**src/hw/rtl/bgd_pkg.sv**
```systemverilog
// Shared constants, types and register codes for the button gesture decoder.
package bgd_pkg;

   localparam int unsigned HOLD_WIDTH      = 16;
   localparam int unsigned GAP_WIDTH       = 12;
   localparam int unsigned TAP_WIDTH       = 4;
   localparam int unsigned SLOT_MAX        = 7;
   localparam int unsigned COUNTS_WIDTH    = TAP_WIDTH * SLOT_MAX;
   localparam int unsigned CSR_INDEX_WIDTH = 3;
   localparam int unsigned CSR_DATA_WIDTH  = COUNTS_WIDTH;

   localparam int unsigned ACTION_SLOTS_DEFAULT = 7;

   localparam logic [HOLD_WIDTH-1:0]   SHORT_PRESS_RESET   = 16'd1800;
   localparam logic [GAP_WIDTH-1:0]    TAP_GAP_RESET       = 12'd750;
   localparam logic [HOLD_WIDTH-1:0]   LONG_HOLD_RESET     = 16'd1900;
   localparam logic [HOLD_WIDTH-1:0]   SHUTDOWN_HOLD_RESET = 16'd2000;
   localparam logic [HOLD_WIDTH-1:0]   FACTORY_WIPE_RESET  = 16'd10000;
   localparam logic [COUNTS_WIDTH-1:0] TAP_COUNTS_RESET    = 28'h2187A51;
   localparam logic [SLOT_MAX-1:0]     ACTION_ENABLE_RESET = 7'h7F;

   localparam logic [HOLD_WIDTH-1:0] HOLD_MAX = '1;
   localparam logic [GAP_WIDTH-1:0]  GAP_MAX  = '1;
   localparam logic [TAP_WIDTH-1:0]  TAP_MAX  = '1;

   typedef enum logic [CSR_INDEX_WIDTH-1:0] {
      CSR_SHORT_PRESS   = 3'd0,
      CSR_TAP_GAP       = 3'd1,
      CSR_LONG_HOLD     = 3'd2,
      CSR_SHUTDOWN_HOLD = 3'd3,
      CSR_FACTORY_WIPE  = 3'd4,
      CSR_TAP_COUNTS    = 3'd5,
      CSR_ACTION_ENABLE = 3'd6
   } csr_index_type;

   typedef struct packed {
      logic                 taps_done;
      logic [TAP_WIDTH-1:0] tap_total;
      logic [SLOT_MAX-1:0]  action_hits;
      logic                 long_hold;
      logic                 shutdown_now;
      logic                 factory_wipe;
   } result_type;

endpackage

```
**src/hw/rtl/bgd_ifs.sv**
```systemverilog
// Valid/ready channel interfaces for the button gesture decoder.
interface bgd_req_if import bgd_pkg::*; ();
   logic valid;
   logic ready;
   logic pin_level;

   modport source (output valid, output pin_level, input ready);
   modport sink   (input valid, input pin_level, output ready);
endinterface

interface bgd_rsp_if import bgd_pkg::*; ();
   logic                 valid;
   logic                 ready;
   logic                 taps_done;
   logic [TAP_WIDTH-1:0] tap_total;
   logic [SLOT_MAX-1:0]  action_hits;
   logic                 long_hold;
   logic                 shutdown_now;
   logic                 factory_wipe;

   modport source (output valid, output taps_done, output tap_total, output action_hits,
                   output long_hold, output shutdown_now, output factory_wipe,
                   input ready);
   modport sink   (input valid, input taps_done, input tap_total, input action_hits,
                   input long_hold, input shutdown_now, input factory_wipe,
                   output ready);
endinterface

interface bgd_csr_if import bgd_pkg::*; ();
   logic                       valid;
   logic                       ready;
   logic [CSR_INDEX_WIDTH-1:0] index;
   logic [CSR_DATA_WIDTH-1:0]  data;

   modport source (output valid, output index, output data, input ready);
   modport sink   (input valid, input index, input data, output ready);
endinterface

```
**src/hw/rtl/bgd_action_match.sv**
```systemverilog
// Tap count to action slot matcher.
module bgd_action_match
   import bgd_pkg::*;
#(
   parameter int unsigned ACTION_SLOTS = ACTION_SLOTS_DEFAULT
) (
   input  logic [TAP_WIDTH-1:0]    tap_total,
   input  logic [COUNTS_WIDTH-1:0] tap_counts,
   input  logic [SLOT_MAX-1:0]     slot_enable,
   output logic [SLOT_MAX-1:0]     action_hits
);

   always_comb begin
      action_hits = '0;
      for (int i = 0; i < ACTION_SLOTS; i++) begin
         action_hits[i] = slot_enable[i] && (tap_counts[TAP_WIDTH*i +: TAP_WIDTH] == tap_total);
      end
   end

endmodule

```
**src/hw/rtl/button_gesture_decoder.sv**
```systemverilog
// Button gesture decoder top level: tap sequences, long hold, shutdown, factory reset.
//
// Usage:
//   req_if  - one word per millisecond tick, carrying the sampled button level.
//   rsp_if  - one word per tick accepted: taps_done with tap_total and action_hits,
//             plus the long_hold, shutdown_now and factory_wipe pulses.
//   csr_if  - register writes by index (0 short press limit .. 6 action enable);
//             always ready, indexes past the list are dropped. Write only while idle.
// The result for a tick is registered and appears in the cycle after its word is accepted.
// Throughput: one tick per cycle when not stalled; all gesture state is updated by a
//   single level of compare and increment logic feeding the state and result registers.
// The result register doubles as the skid stage: a new tick is taken whenever the
//   register is empty or its word leaves in the same cycle.
// When the receiver stalls, the pending result holds and req_if.ready drops until
//   the result is taken; no tick is lost or duplicated.
// Reset (synchronous, active high) clears all gesture state, empties the result
//   register and loads the register defaults; no clearing pass is needed.
module button_gesture_decoder
   import bgd_pkg::*;
#(
   parameter int unsigned ACTION_SLOTS = ACTION_SLOTS_DEFAULT
) (
   input  logic    clock,
   input  logic    reset,
   bgd_req_if.sink   req_if,
   bgd_rsp_if.source rsp_if,
   bgd_csr_if.sink   csr_if
);

   // configuration registers
   logic [HOLD_WIDTH-1:0]   short_press_ff;
   logic [GAP_WIDTH-1:0]    tap_gap_ff;
   logic [HOLD_WIDTH-1:0]   long_hold_ff;
   logic [HOLD_WIDTH-1:0]   shutdown_hold_ff;
   logic [HOLD_WIDTH-1:0]   factory_time_ff;
   logic [COUNTS_WIDTH-1:0] tap_counts_ff;
   logic [SLOT_MAX-1:0]     action_enable_ff;

   // gesture state
   logic                  last_level_ff,     last_level_in;
   logic                  press_seen_ff,     press_seen_in;
   logic [HOLD_WIDTH-1:0] hold_timer_ff,     hold_timer_in;
   logic [GAP_WIDTH-1:0]  gap_timer_ff,      gap_timer_in;
   logic                  gap_running_ff,    gap_running_in;
   logic [TAP_WIDTH-1:0]  tap_counter_ff,    tap_counter_in;
   logic                  long_fired_ff,     long_fired_in;
   logic                  shutdown_fired_ff, shutdown_fired_in;
   logic                  factory_fired_ff,  factory_fired_in;

   // result register
   logic       rsp_valid_ff, rsp_valid_in;
   result_type result_ff,    result_in;

   logic                 req_take;
   logic                 rising;
   logic                 falling;
   logic                 gap_restarted;
   logic                 shut_before;
   logic [TAP_WIDTH-1:0] done_total;
   logic [SLOT_MAX-1:0]  match_hits;

   // Take a tick whenever the result register is free or draining this cycle.
   assign req_if.ready = !rsp_valid_ff || rsp_if.ready;
   assign req_take     = req_if.valid && req_if.ready;
   assign csr_if.ready = 1'b1;

   assign rising  = req_if.pin_level && !last_level_ff;
   assign falling = !req_if.pin_level && last_level_ff;

   bgd_action_match #(
      .ACTION_SLOTS (ACTION_SLOTS)
   ) u_match (
      .tap_total   (done_total),
      .tap_counts  (tap_counts_ff),
      .slot_enable (action_enable_ff),
      .action_hits (match_hits)
   );

   // Next gesture state and result for the tick on req_if.
   always_comb begin
      last_level_in     = req_if.pin_level;
      press_seen_in     = press_seen_ff;
      hold_timer_in     = hold_timer_ff;
      gap_timer_in      = gap_timer_ff;
      gap_running_in    = gap_running_ff;
      tap_counter_in    = tap_counter_ff;
      long_fired_in     = long_fired_ff;
      shutdown_fired_in = shutdown_fired_ff;
      factory_fired_in  = factory_fired_ff;
      gap_restarted     = 1'b0;
      done_total        = '0;
      result_in         = '0;

      // advance the hold timer while a press is in progress
      if (press_seen_ff && !rising && hold_timer_ff != HOLD_MAX) begin
         hold_timer_in = hold_timer_ff + 1'b1;
      end

      if (rising) begin
         press_seen_in     = 1'b1;
         hold_timer_in     = '0;
         gap_running_in    = 1'b0;
         long_fired_in     = 1'b0;
         shutdown_fired_in = 1'b0;
         factory_fired_in  = 1'b0;
      end else if (falling && press_seen_ff) begin
         press_seen_in = 1'b0;
         if (hold_timer_in < short_press_ff) begin
            // short release: count a tap and restart the gap timer
            if (tap_counter_ff != TAP_MAX) begin
               tap_counter_in = tap_counter_ff + 1'b1;
            end
            gap_timer_in   = '0;
            gap_running_in = 1'b1;
            gap_restarted  = 1'b1;
         end else begin
            // long release: drop the taps
            tap_counter_in = '0;
            gap_running_in = 1'b0;
         end
         hold_timer_in     = '0;
         long_fired_in     = 1'b0;
         shutdown_fired_in = 1'b0;
         factory_fired_in  = 1'b0;
      end

      // gap timeout closes the tap sequence
      if (gap_running_in && !gap_restarted) begin
         if (gap_timer_in != GAP_MAX) begin
            gap_timer_in = gap_timer_in + 1'b1;
         end
         if (gap_timer_in >= tap_gap_ff) begin
            result_in.taps_done = 1'b1;
            done_total          = tap_counter_in;
            tap_counter_in      = '0;
            gap_running_in      = 1'b0;
         end
      end
      result_in.tap_total   = done_total;
      result_in.action_hits = result_in.taps_done ? match_hits : '0;

      // hold events while the button stays down
      shut_before = shutdown_fired_in;
      if (req_if.pin_level && press_seen_in) begin
         if (!long_fired_in && hold_timer_in >= long_hold_ff) begin
            long_fired_in       = 1'b1;
            result_in.long_hold = 1'b1;
         end
         if (!shutdown_fired_in && hold_timer_in >= shutdown_hold_ff) begin
            shutdown_fired_in      = 1'b1;
            result_in.shutdown_now = 1'b1;
         end
         if (shut_before && !factory_fired_in && hold_timer_in > factory_time_ff) begin
            factory_fired_in       = 1'b1;
            result_in.factory_wipe = 1'b1;
         end
      end

      // hold the result until the receiver takes it
      rsp_valid_in = rsp_valid_ff && !rsp_if.ready;
      if (req_take) begin
         rsp_valid_in = 1'b1;
      end
   end

   always_ff @(posedge clock) begin
      if (reset) begin
         last_level_ff     <= 1'b0;
         press_seen_ff     <= 1'b0;
         hold_timer_ff     <= '0;
         gap_timer_ff      <= '0;
         gap_running_ff    <= 1'b0;
         tap_counter_ff    <= '0;
         long_fired_ff     <= 1'b0;
         shutdown_fired_ff <= 1'b0;
         factory_fired_ff  <= 1'b0;
         rsp_valid_ff      <= 1'b0;
      end else begin
         rsp_valid_ff <= rsp_valid_in;
         if (req_take) begin
            last_level_ff     <= last_level_in;
            press_seen_ff     <= press_seen_in;
            hold_timer_ff     <= hold_timer_in;
            gap_timer_ff      <= gap_timer_in;
            gap_running_ff    <= gap_running_in;
            tap_counter_ff    <= tap_counter_in;
            long_fired_ff     <= long_fired_in;
            shutdown_fired_ff <= shutdown_fired_in;
            factory_fired_ff  <= factory_fired_in;
         end
      end
   end

   always_ff @(posedge clock) begin
      if (req_take) begin
         result_ff <= result_in;
      end
   end

   // Register writes, truncated to each register's width.
   always_ff @(posedge clock) begin
      if (reset) begin
         short_press_ff   <= SHORT_PRESS_RESET;
         tap_gap_ff       <= TAP_GAP_RESET;
         long_hold_ff     <= LONG_HOLD_RESET;
         shutdown_hold_ff <= SHUTDOWN_HOLD_RESET;
         factory_time_ff  <= FACTORY_WIPE_RESET;
         tap_counts_ff    <= TAP_COUNTS_RESET;
         action_enable_ff <= ACTION_ENABLE_RESET;
      end else if (csr_if.valid) begin
         case (csr_index_type'(csr_if.index))
            CSR_SHORT_PRESS:   short_press_ff   <= csr_if.data[HOLD_WIDTH-1:0];
            CSR_TAP_GAP:       tap_gap_ff       <= csr_if.data[GAP_WIDTH-1:0];
            CSR_LONG_HOLD:     long_hold_ff     <= csr_if.data[HOLD_WIDTH-1:0];
            CSR_SHUTDOWN_HOLD: shutdown_hold_ff <= csr_if.data[HOLD_WIDTH-1:0];
            CSR_FACTORY_WIPE:  factory_time_ff  <= csr_if.data[HOLD_WIDTH-1:0];
            CSR_TAP_COUNTS:    tap_counts_ff    <= csr_if.data[COUNTS_WIDTH-1:0];
            CSR_ACTION_ENABLE: action_enable_ff <= csr_if.data[SLOT_MAX-1:0];
            default: ;
         endcase
      end
   end

   assign rsp_if.valid        = rsp_valid_ff;
   assign rsp_if.taps_done    = result_ff.taps_done;
   assign rsp_if.tap_total    = result_ff.tap_total;
   assign rsp_if.action_hits  = result_ff.action_hits;
   assign rsp_if.long_hold    = result_ff.long_hold;
   assign rsp_if.shutdown_now = result_ff.shutdown_now;
   assign rsp_if.factory_wipe = result_ff.factory_wipe;

`ifndef SYNTH
   // A running gap timer always has at least one tap behind it.
   a_gap_has_taps: assert property (@(posedge clock) disable iff (reset)
      gap_running_ff |-> tap_counter_ff != '0)
      else $error("gap timer running with no taps");

   // The hold timer rests at zero between presses.
   a_hold_idle: assert property (@(posedge clock) disable iff (reset)
      !press_seen_ff |-> hold_timer_ff == '0)
      else $error("hold timer moved without a press");

   // Factory reset can only have fired after shutdown in the same hold.
   a_factory_after_shut: assert property (@(posedge clock) disable iff (reset)
      factory_fired_ff |-> shutdown_fired_ff)
      else $error("factory reset fired without shutdown");

   // Tap fields stay zero unless a sequence ended.
   a_idle_tap_fields: assert property (@(posedge clock) disable iff (reset)
      rsp_valid_ff && !result_ff.taps_done |->
         result_ff.tap_total == '0 && result_ff.action_hits == '0)
      else $error("tap fields set without taps_done");

   // A tick is only taken when the result register can accept it.
   a_no_overrun: assert property (@(posedge clock) disable iff (reset)
      rsp_valid_ff && !rsp_if.ready |-> !req_take)
      else $error("tick taken over a stalled result");
`endif

endmodule
```
**src/flat_wrapper.sv**
```systemverilog
// flat-port wrapper written by rule: the top's interface ports become plain ports
module button_gesture_decoder_flat import bgd_pkg::*;
#(
   parameter int unsigned ACTION_SLOTS = ACTION_SLOTS_DEFAULT
)
  (clock, reset, req_if_valid, req_if_pin_level, req_if_ready, rsp_if_valid, rsp_if_taps_done, rsp_if_tap_total, rsp_if_action_hits, rsp_if_long_hold, rsp_if_shutdown_now, rsp_if_factory_wipe, rsp_if_ready, csr_if_valid, csr_if_index, csr_if_data, csr_if_ready);
  bgd_req_if req_if_i ();
  bgd_rsp_if rsp_if_i ();
  bgd_csr_if csr_if_i ();
  input  logic clock;
  input  logic reset;
  input wire logic [$bits(req_if_i.valid)-1:0] req_if_valid;
  input wire logic [$bits(req_if_i.pin_level)-1:0] req_if_pin_level;
  output wire logic [$bits(req_if_i.ready)-1:0] req_if_ready;
  output wire logic [$bits(rsp_if_i.valid)-1:0] rsp_if_valid;
  output wire logic [$bits(rsp_if_i.taps_done)-1:0] rsp_if_taps_done;
  output wire logic [$bits(rsp_if_i.tap_total)-1:0] rsp_if_tap_total;
  output wire logic [$bits(rsp_if_i.action_hits)-1:0] rsp_if_action_hits;
  output wire logic [$bits(rsp_if_i.long_hold)-1:0] rsp_if_long_hold;
  output wire logic [$bits(rsp_if_i.shutdown_now)-1:0] rsp_if_shutdown_now;
  output wire logic [$bits(rsp_if_i.factory_wipe)-1:0] rsp_if_factory_wipe;
  input wire logic [$bits(rsp_if_i.ready)-1:0] rsp_if_ready;
  input wire logic [$bits(csr_if_i.valid)-1:0] csr_if_valid;
  input wire logic [$bits(csr_if_i.index)-1:0] csr_if_index;
  input wire logic [$bits(csr_if_i.data)-1:0] csr_if_data;
  output wire logic [$bits(csr_if_i.ready)-1:0] csr_if_ready;
  assign req_if_i.valid = req_if_valid;
  assign req_if_i.pin_level = req_if_pin_level;
  assign req_if_ready = req_if_i.ready;
  assign rsp_if_valid = rsp_if_i.valid;
  assign rsp_if_taps_done = rsp_if_i.taps_done;
  assign rsp_if_tap_total = rsp_if_i.tap_total;
  assign rsp_if_action_hits = rsp_if_i.action_hits;
  assign rsp_if_long_hold = rsp_if_i.long_hold;
  assign rsp_if_shutdown_now = rsp_if_i.shutdown_now;
  assign rsp_if_factory_wipe = rsp_if_i.factory_wipe;
  assign rsp_if_i.ready = rsp_if_ready;
  assign csr_if_i.valid = csr_if_valid;
  assign csr_if_i.index = csr_if_index;
  assign csr_if_i.data = csr_if_data;
  assign csr_if_ready = csr_if_i.ready;
  button_gesture_decoder #(.ACTION_SLOTS(ACTION_SLOTS)) u_core (.clock(clock), .reset(reset), .req_if(req_if_i), .rsp_if(rsp_if_i), .csr_if(csr_if_i));
endmodule
```
**config.mk**
```make
export PLATFORM = sky130hd
export DESIGN_NAME = button_gesture_decoder_flat
export DESIGN_NICKNAME = d
export VERILOG_FILES = /design/src/hw/rtl/bgd_pkg.sv /design/src/hw/rtl/bgd_ifs.sv /design/src/hw/rtl/bgd_action_match.sv /design/src/hw/rtl/button_gesture_decoder.sv /design/src/flat_wrapper.sv
export SDC_FILE = /design/constraint.sdc
export NUM_CORES = 1
export LEC_CHECK = 0
export ABC_AREA = 1
export BUFFER_PORTS_ARGS = -buffer_cell sky130_fd_sc_hd__buf_2
export CORE_MARGIN = 2
export CORE_UTILIZATION = 55
export CTS_BUF_LIST = sky130_fd_sc_hd__clkbuf_4 sky130_fd_sc_hd__clkbuf_8
export CTS_CLUSTER_DIAMETER = 150
export CTS_CLUSTER_SIZE = 10
export DETAILED_ROUTE_END_ITERATION = 8
export PLACE_DENSITY_LB_ADDON = 0.05
export SETUP_SLACK_MARGIN = 0.15
export SYNTH_ARGS = -nofsm -noshare
export SYNTH_HDL_FRONTEND = slang
export SYNTH_SLANG_ARGS = --single-unit
```
**constraint.sdc**
```tcl
create_clock -name clock -period 17 [get_ports clock]
set_input_delay 0.85 -clock clock [delete_from_list [all_inputs] [get_ports clock]]
set_output_delay 0.85 -clock clock [all_outputs]
set_load 0.02 [all_outputs]
```
# After elaboration in Yosys (flattened, before gate mapping)
# Cells that the tools add are included.
dict set report totals {
  regBits 165
  in_bits 37
  out_inout_bits 18
  wordCells 129
}
dict set report classes {
  n_addsub 3
  n_lt_le_gt_ge 5
  eq_ne 16
  n_mux 44
  reduce_logical 38
}
# op count
set ops {}
lappend ops {{two-way mux 12 bit} 6}
lappend ops {{two-way mux 16 bit} 3}
lappend ops {{>= comparator 16 bit} 2}
lappend ops {{two-way mux 4 bit} 8}
lappend ops {{== test 4 bit} 7}
lappend ops {{two-way mux 1 bit} 27}
lappend ops {{logical AND 1 bit} 20}
lappend ops {{adder 16 x 1 -> 16 bit (second input constant)} 1}
lappend ops {{> comparator 16 bit} 1}
lappend ops {{< comparator 16 bit} 1}
lappend ops {{!= test 16 bit (second input constant)} 1}
lappend ops {{AND reduction 2 bit} 7}
lappend ops {{adder 12 x 1 -> 12 bit (second input constant)} 1}
lappend ops {{>= comparator 12 bit} 1}
lappend ops {{!= test 12 bit (second input constant)} 1}
lappend ops {{== test 3 bit (second input constant)} 3}
lappend ops {{logical NOT 1 bit} 9}
lappend ops {{== test 3 x 2 -> 1 bit (second input constant)} 2}
lappend ops {{adder 4 x 1 -> 4 bit (second input constant)} 1}
lappend ops {{!= test 4 bit (second input constant)} 1}
lappend ops {{== test 3 x 1 -> 1 bit (second input constant)} 1}
lappend ops {{logical NOT 3 bit} 1}
lappend ops {{logical OR 1 bit} 1}

# Logic depth before layout (Yosys ltp)
# Gate-level depths: netlist of the first run.
dict set report logic_depth {
  depth_word 18
  mapped_depth 48
  depth_no_buf 46
}

# By module
# A second synthesis of the first run with hierarchy kept.
dict set report unflattened {
  cells_unflattened 1275
  area_unflattened_um2 9191.3
}
# mod n_inst cells_per_inst area_each_um2 seq_area_each_um2
set by_module_without_submodules {}
lappend by_module_without_submodules {button_gesture_decoder 1 1158 8675.8 3453.3}
lappend by_module_without_submodules {bgd_action_match 1 117 515.5 0.0}

# Worst setup path before layout of the first run
# OpenSTA, ideal clock, no wires.
dict set report synth_timing {
  path_type {input to register}
  startpoint {input port req_if_pin_level}
  endpoint {register u_core.result_ff, in the netlist u_core.rsp_if.action_hits[0] (data pin)}
  setup_ns 0.256
  arrival_ns 6.137
  required_time_ns 16.744
  slack_ns 10.607
  path_stages 43
  n_path_buf 2
  path_cell_list {inv_2 nor2_1 nor2_1 o21ai_4 inv_1 nand4_1 nor3b_1 nand3_1 xnor2_1 ha_1 a21oi_1 nand2_1 a311oi_2 nand2_8 inv_4 buf_8 nor2_1 ha_1 (+7 left out) inv_1 ha_1 inv_1 nand2_1 a21oi_1 o21bai_1 a21oi_1 o21ai_0 a21boi_0 o211ai_1 nand2_1 inv_1 clkbuf_1 nand2_2 xnor2_1 nor2_1 nand3_1 nor2_1}
}
# element line
set synth_rtl {}
lappend synth_rtl {{from (decl)} flat_wrapper.sv:13} ;# input wire logic [$bits(req_if_i.pin_level)-1:0] req_if_pin_level;
lappend synth_rtl {{to (signal assigned)} button_gesture_decoder.sv:196} ;# result_ff <= result_in;
lappend synth_rtl {{to (decl)} button_gesture_decoder.sv:52} ;# result_type result_ff, result_in;

# Final worst setup path of the first run
dict set report layout_timing {
  startpoint {input port req_if_pin_level}
  endpoint {register u_core.result_ff, in the netlist u_core.rsp_if.action_hits[1] (data pin)}
}
dict set report layout_between {
  elab_chain_len 17
  word_cells_on_any_way 33
  classes_between {add/sub: 1; order compare: 2; eq/ne: 2; mux: 18; reduce/logical: 10}
}
# element line
set layout_rtl {}
lappend layout_rtl {{logical AND 1 bit} button_gesture_decoder.sv:67} ;# assign rising = req_if.pin_level && !last_level_ff;
lappend layout_rtl {{logical NOT 1 bit} button_gesture_decoder.sv:95} ;# if (press_seen_ff && !rising && hold_timer_ff != HOLD_MAX) begin
lappend layout_rtl {{logical AND 1 bit (2 in series)} button_gesture_decoder.sv:95}
lappend layout_rtl {{two-way mux 16 bit} button_gesture_decoder.sv:95}
lappend layout_rtl {{< comparator 16 bit} button_gesture_decoder.sv:108} ;# if (hold_timer_in < short_press_ff) begin
lappend layout_rtl {{two-way mux 12 bit} button_gesture_decoder.sv:108}
lappend layout_rtl {{two-way mux 12 bit} button_gesture_decoder.sv:106} ;# end else if (falling && press_seen_ff) begin
lappend layout_rtl {{two-way mux 12 bit} button_gesture_decoder.sv:99} ;# if (rising) begin
lappend layout_rtl {{adder 12 x 1 -> 12 bit / != test 12 bit (equally long branches)} {button_gesture_decoder.sv:130, button_gesture_decoder.sv:129}}
lappend layout_rtl {{two-way mux 12 bit} button_gesture_decoder.sv:129} ;# if (gap_timer_in != GAP_MAX) begin
lappend layout_rtl {{two-way mux 12 bit} button_gesture_decoder.sv:128} ;# if (gap_running_in && !gap_restarted) begin
lappend layout_rtl {{>= comparator 12 bit} button_gesture_decoder.sv:132} ;# if (gap_timer_in >= tap_gap_ff) begin
lappend layout_rtl {{two-way mux 4 bit} button_gesture_decoder.sv:132}
lappend layout_rtl {{two-way mux 4 bit} button_gesture_decoder.sv:128}
lappend layout_rtl {{== test 4 bit} bgd_action_match.sv:16} ;# action_hits[i] = slot_enable[i] && (tap_counts[TAP_WIDTH*i +: TAP_WIDTH] == tap_total);
lappend layout_rtl {{logical AND 1 bit} bgd_action_match.sv:16}
# Several ways; a longest one is shown, not always the timed one. The select of a mux whose other input is x is not followed.
# A chain may end at the register's enable or synchronous reset.

==> impl_metrics.yaml, run 1 <==
final_layout:
  drive_gt1_frac: 0.119
  fin_nets: 1384
  diodes: 0
  post-route-util: 0.605
  area_delta_synth_final_pct: 8.03
sta:
  finalSetupViolCount: 0
  skew_ns: 0.0207
  hold_viol_final: 0
  max_clock_freq_mhz: 149
  finalSetupTns_ns: 0
  worst_pin_slew_ns: 1.10
  slew_headroom: 0.263
  min_period_over_period: 0.395
  report.final.slew_viol_count: 0
  period_minus_slack_ns: 6.71
  rsz0062_at_grt: "false"
yosys:
  synthesis.nets: 1350
  synth_flop_cell: "dfxtp_1"
  synthCells: 1235
  ys_top_cells_by_area: "dfxtp_1 32%, ha_1 11%, nand2_1 8.5%"
  syn_area_per_cell_um2: 7.49
  yosys.area_share.simple: 0.214
  synthXorXnorAreaFrac: 0.0322
  synth_area_mm2: 0.00925
  synth.ff_latch_count: 165
  yosysTopAreaCellShare: 0.325
  synth-compound-area-share: 0.176
  ys_warn_count: 0
  synth_edf_count: 15
  synth_top_family_by_area: "simple AND/OR/NAND/NOR gates"
  synth.most_common_cell: "nand2_1"
  synth_fa_ha_area_frac: 0.105
  synth_top_cell_by_area: "dfxtp_1"
  ys_seq_area_frac: 0.373
  synthMuxAreaShare: 0
  synth_async_sr_flop_share: 0
  yosys.cell_types.count: 52
  synthTopCellsByCount: "209 x nand2_1, 182 x inv_1, 150 x dfxtp_1"
clocking:
  clkTransAtPathRegs_ns: 0.09
  htree_levels: 4
  cts_made_buffers: 17
  clk_path_buf_depth: 2
  cts_root_buf: "clkbuf_8"
  cts_tree: "done"
  insertion_delay_ns: 0.47
  hold_buffers: 0
  cts-resized-gates: 0
  clock_sinks: 165
  cts_setup_buffers: 0
pwr:
  p_per_area_mw_per_mm2: 77.3
  vdd_drop_max_mv: 0.0536
  p_leak_uw: 0.00468
route:
  avgRoutedWirePerCell_um: 15.6
  final_antenna_net_count: 0
  viasPerCell: 5.34
  firstDrtPassIters: 5
  wirelength_um: 23500
  vias: 8023
  drtIter0Drc: 502
  drc: 0
critical_path:
  critPathLaunch: "req_if_pin_level"
  crit_slowest_cell: "a311oi_2"
  worstPathArrival_ns: 6.93
  required_ns: 17.22
  slowest_delay_ns: 0.46
  r2r_start: "u_core.hold_timer_ff[0]$_SDFFE_PP0P_"
  startpoint_type: "input port"
  cpMostUsedCell: "nand2_1"
  crit_path_max_fanout: 17
  end_kind: "flop"
  crit_type: "in -> reg"
hold_path:
  hold_start: "u_core.long_hold_ff[14]$_SDFFE_PP0P_"
  hold_path_class: "reg -> reg"
floorplanning:
  rows: 47
  die_h_um: 134
  dieArea_mm2: 0.0179
  die_w_um: 134
  initial_core_util: 0.560
  core_mm2: 0.0165
  ios: 55
grt:
  overflow: 0
  grt_max_degree: 85
  antenna_found_initial: 0
  grt_pass1_vias: 7462
  grt_pass1_wl_um: 37900
  gr-usage-all-layers: 0.270
outcome:
  status: "finished clean"
place:
  gp_congestion: 0.828
  dpl.hpwl_um: 16600
  place.port_buffers: 53
job:
  maxCapViolCount: 0
==> where the power goes <==
group / total, uW / internal (uW) / switching [uW] / leakage (uW)
clock: 267 / 109 / 159 / 0.000180
sequential: 414 / 406 / 7.68 / 0.00137
combinational: 91.9 / 29.5 / 62.3 / 0.00313
total: 773 / 545 / 229 / 0.00468
==> cells in the final DEF, fill, tap and decap left out, drive strengths merged, types with 31 or more instances in the layout <==
cell type	Yosys	layout
nand2	230	230
inv	185	193
dfxtp	150	150
a21oi	120	120
o21ai	114	114
nor2	114	114
ha	78	78
nand3	62	62
buf	7	60
o211ai	31	31
==> worst max-delay path, delay by kind of cell <==
kind,cells,cell delay [ns]
simple gates,18,2.34
compound gates,9,1.37
buf+inv,8,1.04
fa+ha+maj,3,0.81
xor+xnor,2,0.47
==> cell families after synthesis <==
| family | count (synthesis) |
|---|---|
| buf+inv | 233 |
| compound gates | 289 |
| xor+xnor | 34 |
| simple gates | 435 |
| fa+ha+maj | 78 |
| flops | 165 |
| other cells | 1 |
==> path summary, 6_finish.rpt <==
check	endpoint	slack [ns]	depth (start not counted)
max	u_core.rsp_if.action_hits[1]$_SDFFCE_PN0P_	10.29	40
min	u_core.long_hold_ff[14]$_SDFFE_PP0P_	0.46	2
max reg2reg	u_core.rsp_if.action_hits[1]$_SDFFCE_PN0P_	10.38	40
min reg2reg	u_core.long_hold_ff[14]$_SDFFE_PP0P_	0.46	2
==> area by class of cell <==
type                    instances  area, um^2
inverters                     188         708
multi-input cells             837        4890
repair buffers                 60         318
clock inverters                12        96.3
well taps                     220         275
clock buffers                  20         256
flip-flops and latches        165        3450
fillers                      1587        6530
==> through the flow <==
stage          instance area, um^2  hold slack, ns  cells  worst slack [ns]  power (uW)
3_5_place_dp                  9640           0.453   1470              9.90         514
6_report                     10000           0.462   1502             10.29         773
5_1_grt                      10000           0.474   1502              9.75         808
2_1_floorplan                 9250           0.430   1235             10.61         484
3_3_place_gp                  9640           0.445   1470             10.08         513
4_1_cts                      10000           0.466   1502             10.40         777
==> flip-flops by register name (all words and copies together) (netlist names), 4 cells and up <==
signal and flops:
u_core.tap_counts_ff 28, u_core.factory_time_ff 16, u_core.hold_timer_ff 16, u_core.long_hold_ff 16, u_core.short_press_ff 16, u_core.shutdown_hold_ff 16, u_core.gap_timer_ff 12, u_core.tap_gap_ff 12
u_core.action_enable_ff 7, u_core.rsp_if.action_hits 7, u_core.rsp_if.tap_total 4, u_core.tap_counter_ff 4
==> metal layers <==
layer,vias up,part of all wire,global-route usage
met5,-,0,0
li1,4110,-,-
met2,164,0.44,0.426
met1,3723,0.50,0.378
met4,0,0.020,0.0916
met3,26,0.037,0.0392
Note: power is estimated with default switching activity, not from simulation.
==> run 2, diff against run 1 <==
==> constraint.sdc (replaced) <==
create_clock -name clock -period 5.8 [get_ports clock]
set_input_delay 0.29 -clock clock [delete_from_list [all_inputs] [get_ports clock]]
set_output_delay 0.29 -clock clock [all_outputs]
set_load 0.02 [all_outputs]
==> impl_metrics.yaml, run 2 (synthesized netlist as in run 1, its figures left out) <==
critical_path:
  crit_type: "reg -> reg"
  slowest_delay_ns: 0.36
  crit_slowest_cell: "dfxtp_2"
  required_ns: 6.05
  crit_buf_inv: 10
  cpMostUsedCell: "nand2_2"
  worstPathArrival_ns: 5.89
  crit_path_max_fanout: 7
  crit_family: "simple AND/OR/NAND/NOR gates"
  startpoint_type: "flop"
  end_kind: "flop"
grt:
  grt_max_degree: 101
  antenna_found_initial: 0
  gr-usage-all-layers: 0.271
  overflow: 0
  grt_pass1_vias: 7163
  grt_pass1_wl_um: 37600
final_layout:
  drive_gt1_frac: 0.183
  final_common_cell: "nand2_1"
  largest_reg_flops: 28
  area_delta_synth_final_pct: 15.2
  diodes: 0
  nFillCells: 1462
  layout_common_cells: "201 x nand2_1, 178 x inv_1, 144 x dfxtp_1, 107 x o21ai_0, 107 x a21oi_1"
  fin_area_mm2: 0.0107
  fin_nets: 1422
  regMostFlops: "u_core.tap_counts_ff"
sta:
  slew_headroom: 0.260
  report.final.slew_viol_count: 0
  period_minus_slack_ns: 5.64
  hold_viol_final: 0
  worst_pin_slew_ns: 1.11
  min_period_over_period: 0.972
  max_clock_freq_mhz: 177
  rsz0062_at_grt: "true"
  skew_ns: 0.0204
  finalSetupViolCount: 0
route:
  wirelength_um: 24600
  drtIter0Drc: 694
  firstDrtPassIters: 5
  drc: 0
  final_antenna_net_count: 0
  viasPerCell: 5.35
  avgRoutedWirePerCell_um: 16.0
  vias: 8232
clocking:
  clkTransAtPathRegs_ns: 0.11
  htree_levels: 4
  cts_tree: "done"
  cts_root_buf: "clkbuf_8"
  insertion_delay_ns: 0.49
  clk_path_buf_depth: 2
  cts_made_buffers: 17
  clock_sinks: 165
floorplanning:
  rows: 47
  ios: 55
  die_w_um: 134
  initial_core_util: 0.560
  core_mm2: 0.0165
  dieArea_mm2: 0.0179
  die_h_um: 134
pwr:
  power.total_uw: 2350
  vdd_drop_max_mv: 0.151
  p_leak_uw: 0.00498
  p_per_area_mw_per_mm2: 220
place:
  place.port_buffers: 53
  dpl.hpwl_um: 16500
  placed_cell_area_mm2: 0.00981
  gp_congestion: 0.864
outcome:
  status: "finished clean"
job:
  maxCapViolCount: 0
hold_path:
  hold_path_class: "in -> reg"
[run 2: cell types whose count changed in the layout (fill, tap and decap cells not counted), sizes merged]
| cell | previous run | this run |
|---|---|---|
| clkinv | 5 | 6 |
| clkbuf | 20 | 17 |
| buf | 60 | 97 |
| inv | 193 | 195 |
| nand2 | 230 | 231 |
[run 2: layout make-up]
| class | instances | area, um^2 | share of cell area |
|---|---|---|---|
| Tap cell | 220 | 275 | 0.0258 |
| Multi-Input combinational cell | 838 | 5200 | 0.488 |
| Timing Repair Buffer | 97 | 612 | 0.0574 |
| Clock buffer | 17 | 234 | 0.0220 |
| Clock inverter | 15 | 154 | 0.0144 |
| Inverter | 188 | 718 | 0.0674 |
| Sequential cell | 165 | 3460 | 0.325 |
[run 2: final timing paths]
check                                                    end  slack (ns)  depth (start not counted)                                    from
setup reg to reg  u_core.rsp_if.action_hits[3]$_SDFFCE_PN0P_        0.16                         46    u_core.hold_timer_ff[0]$_SDFFE_PP0P_
hold / removal         u_core.tap_counts_ff[25]$_SDFFE_PP1P_       0.008                          3                         csr_if_data[25]
setup / recovery  u_core.rsp_if.action_hits[3]$_SDFFCE_PN0P_        0.16                         46    u_core.hold_timer_ff[0]$_SDFFE_PP0P_
hold reg to reg       u_core.factory_time_ff[2]$_SDFFE_PP0P_        0.47                          2  u_core.factory_time_ff[2]$_SDFFE_PP0P_
[run 2: metal layers]
metal | track usage | vias up | wire (um) | part of all wire
li1 | - | 4185 | - | -
met5 | 0 | - | 0 | 0
met2 | 0.428 | 223 | 11200 | 0.46
met1 | 0.383 | 3786 | 11600 | 0.47
met3 | 0.0464 | 38 | 1250 | 0.051
met4 | 0.0721 | 0 | 492 | 0.020
[run 2: tightest hold or removal path: stages]
cell and delay (ns):
buf_2 0.08, nand2_1 0.04, nand3_1 0.06
[run 2: what timing repair did]
action	4_1_cts	5_1_grt
setup buffers	3	16
gates cloned	0	1
pin swaps	3	34
setup endpoints to repair	12	17
hold buffers	0	0
gates resized for setup	4	62
[run 2: through the flow]
stage | util | TNS, ns | cells | hold WS (ns) | worst slack (ns)
finish | 0.645 | 0 | 1540 | 0.00761 | 0.161
global route | 0.645 | -1.06 | 1540 | 0.00870 | -0.172
CTS | 0.619 | 0 | 1523 | 0.00111 | 0.153
detailed placement | 0.593 | -0.747 | 1488 | 0.451 | -0.124
global placement | 0.593 | 0 | 1488 | 0.446 | 0.0582
floorplan | - | 0 | 1235 | 0.416 | 0.153
[run 2: where the power goes]
part           total [uW]  internal [uW]  switching (uW)
Clock                 841            323             518
Combinational         290           98.7             192
Sequential           1210           1190            23.5
Total                2350           1610             733
==> run 3, diff against run 2 <==
--- a/config.mk
+++ b/config.mk
@@ -14,6 +14,7 @@
 export CTS_CLUSTER_SIZE = 10
 export DETAILED_ROUTE_END_ITERATION = 8
 export PLACE_DENSITY_LB_ADDON = 0.05
+export REMOVE_ABC_BUFFERS = 1
 export SETUP_SLACK_MARGIN = 0.15
 export SYNTH_ARGS = -nofsm -noshare
 export SYNTH_HDL_FRONTEND = slang
==> impl_metrics.yaml, run 3 (synthesized netlist as in run 1, its figures left out) <==
outcome:
  status: "finished clean"
route:
  drtIter0Drc: 628
  firstDrtPassIters: 5
  avgRoutedWirePerCell_um: 15.4
  drc: 0
  viasPerCell: 5.33
  final_antenna_net_count: 0
  wirelength_um: 23800
  vias: 8232
final_layout:
  post-route-util: 0.646
  regMostFlops: "u_core.tap_counts_ff"
  area_delta_synth_final_pct: 15.4
  drive_gt1_frac: 0.192
  diodes: 0
  layout_common_cells: "200 x nand2_1, 175 x inv_1, 141 x dfxtp_1, 111 x a21oi_1, 107 x o21ai_0"
  largest_reg_flops: 28
  nFillCells: 1507
  fin_nets: 1426
  multi_input_area_mm2: 0.00520
  final_common_cell: "nand2_1"
  fin_area_mm2: 0.0107
  area.sequential_mm2: 0.00346
grt:
  overflow: 0
  grt_max_degree: 68
  grt_pass1_vias: 7749
  gr-usage-all-layers: 0.272
  antenna_found_initial: 0
  grt_pass1_wl_um: 38600
pwr:
  seq_power_share: 0.529
  p_per_area_mw_per_mm2: 215
  p_int_uw: 1600
  p_leak_uw: 0.00499
  vdd_drop_max_mv: 0.147
  sw_frac_of_total: 0.301
  pwr-share-comb: 0.126
  p_sw_uw: 691
  pwr-share-clk: 0.346
clocking:
  cts_tree: "done"
  clk_path_buf_depth: 2
  clock_sinks: 165
  clkTransAtPathRegs_ns: 0.10
  cts_root_buf: "clkbuf_8"
  cts_made_buffers: 17
  insertion_delay_ns: 0.47
  htree_levels: 4
sta:
  slew_headroom: 0.278
  max_clock_freq_mhz: 174
  finalSetupViolCount: 0
  skew_ns: 0.0133
  period_minus_slack_ns: 5.75
  hold_viol_final: 0
  report.final.slew_viol_count: 0
  rsz0062_at_grt: "true"
  worst_pin_slew_ns: 1.08
  min_period_over_period: 0.991
critical_path:
  slowest_delay_ns: 0.36
  r2r_end: "u_core.rsp_if.action_hits[4]$_SDFFCE_PN0P_"
  crit_path_max_fanout: 7
  cpMostUsedCell: "nand2_2"
  rrSetupSlack_ns: 0.05
  cp-endpoint: "u_core.rsp_if.action_hits[4]$_SDFFCE_PN0P_"
  crit_family: "simple AND/OR/NAND/NOR gates"
  critPathLaunch: "u_core.hold_timer_ff[1]$_SDFFE_PP0P_"
  r2r_cells: 46
  end_kind: "flop"
  crit_type: "reg -> reg"
  crit_buf_inv: 10
  required_ns: 6.15
  crit_cells: 46
  worstPathArrival_ns: 6.10
  startpoint_type: "flop"
  r2r_start: "u_core.hold_timer_ff[1]$_SDFFE_PP0P_"
  crit_slowest_cell: "dfxtp_2"
floorplanning:
  die_h_um: 134
  die_w_um: 134
  initial_core_util: 0.560
  rows: 47
  ios: 55
  core_mm2: 0.0165
  dieArea_mm2: 0.0179
place:
  place.port_buffers: 53
  placed_cell_area_mm2: 0.00981
  gp_congestion: 0.887
  dpl.hpwl_um: 16300
job:
  maxCapViolCount: 0
hold_path:
  hold_path_class: "in -> reg"
-- run 3: cell count changes in the layout (fill, tap and decap cells not counted), moves of 4 or more --
cell     change
a21oi_1      +4
a21oi_2      -5
ha_1         -4
inv_8        -4
nor2_1       -4
nor2_2       +4
-- run 3: layout make-up --
cell class | instances | share of cell area
inverter | 188 | 0.0670
timing repair buffer | 101 | 0.0616
multi-input combinational | 838 | 0.487
clock inverter | 14 | 0.0111
sequential | 165 | 0.325
tap | 220 | 0.0258
clock buffer | 18 | 0.0226
-- run 3: worst reg2reg max path: cells and delay by family, from the launching register on --
family	cells	cell delay, ns
flip-flops	1	0.36
AO/OA/AOI/OAI	10	1.16
buffers and inverters	10	0.85
XOR/XNOR	1	0.18
AND/OR/NAND/NOR	21	2.18
adder cells (fa/ha/maj)	4	0.88
-- run 3: worst min-delay path by stage --
stage                                                  from                                 endpoint  slack [ns]  cells after the start
floorplan                                             reset     u_core.factory_fired_ff$_SDFFE_PP0P_        0.36                      1
global placement    u_core.action_enable_ff[1]$_SDFFE_PP1P_  u_core.action_enable_ff[1]$_SDFFE_PP1P_        0.45                      2
detailed placement  u_core.action_enable_ff[0]$_SDFFE_PP1P_  u_core.action_enable_ff[0]$_SDFFE_PP1P_        0.45                      2
CTS                                         csr_if_data[20]    u_core.tap_counts_ff[20]$_SDFFE_PP1P_       0.004                      3
global route                                csr_if_data[26]    u_core.tap_counts_ff[26]$_SDFFE_PP0P_        0.02                      3
finish                                      csr_if_data[20]    u_core.tap_counts_ff[20]$_SDFFE_PP1P_        0.02                      3
-- run 3: what timing repair did --
action	CTS	global route
setup endpoints to repair	9	17
hold buffers	0	0
gates resized for setup	29	50
pin swaps	18	44
setup buffers	9	12
cloned	1	0
-- run 3: power by group through the flow --
| stage | Sequential (uW) | Clock (uW) | Combinational, uW |
|---|---|---|---|
| CTS | 1210 | 810 | 278 |
| global placement | 1240 | 0 | 268 |
| floorplan | 1240 | 0 | 170 |
| global route | 1220 | 858 | 326 |
| detailed placement | 1240 | 0 | 271 |
| finish | 1210 | 793 | 288 |
-- run 3: metrics by stage --
| step | setup TNS [ns] | cells | hold WS [ns] | total power, uW | setup WS [ns] |
|---|---|---|---|---|---|
| 2_1_floorplan | -0.332 | 1190 | 0.359 | 1410 | -0.0494 |
| 3_3_place_gp | 0 | 1490 | 0.446 | 1510 | 0.122 |
| 3_5_place_dp | -0.520 | 1490 | 0.449 | 1510 | -0.110 |
| 4_1_cts | 0 | 1532 | 0.00409 | 2300 | 0.155 |
| 5_1_grt | -2.99 | 1544 | 0.0217 | 2400 | -0.312 |
| 6_report | 0 | 1544 | 0.0232 | 2290 | 0.0494 |
-- run 3: layer usage --
metal / wire length, um / GRT usage / vias to the layer above
li1: - / - / 4205
met1: 11300 / 0.379 / 3823
met2: 11000 / 0.437 / 170
met3: 1130 / 0.0472 / 34
met4: 394 / 0.0686 / 0
met5: 0 / 0 / -
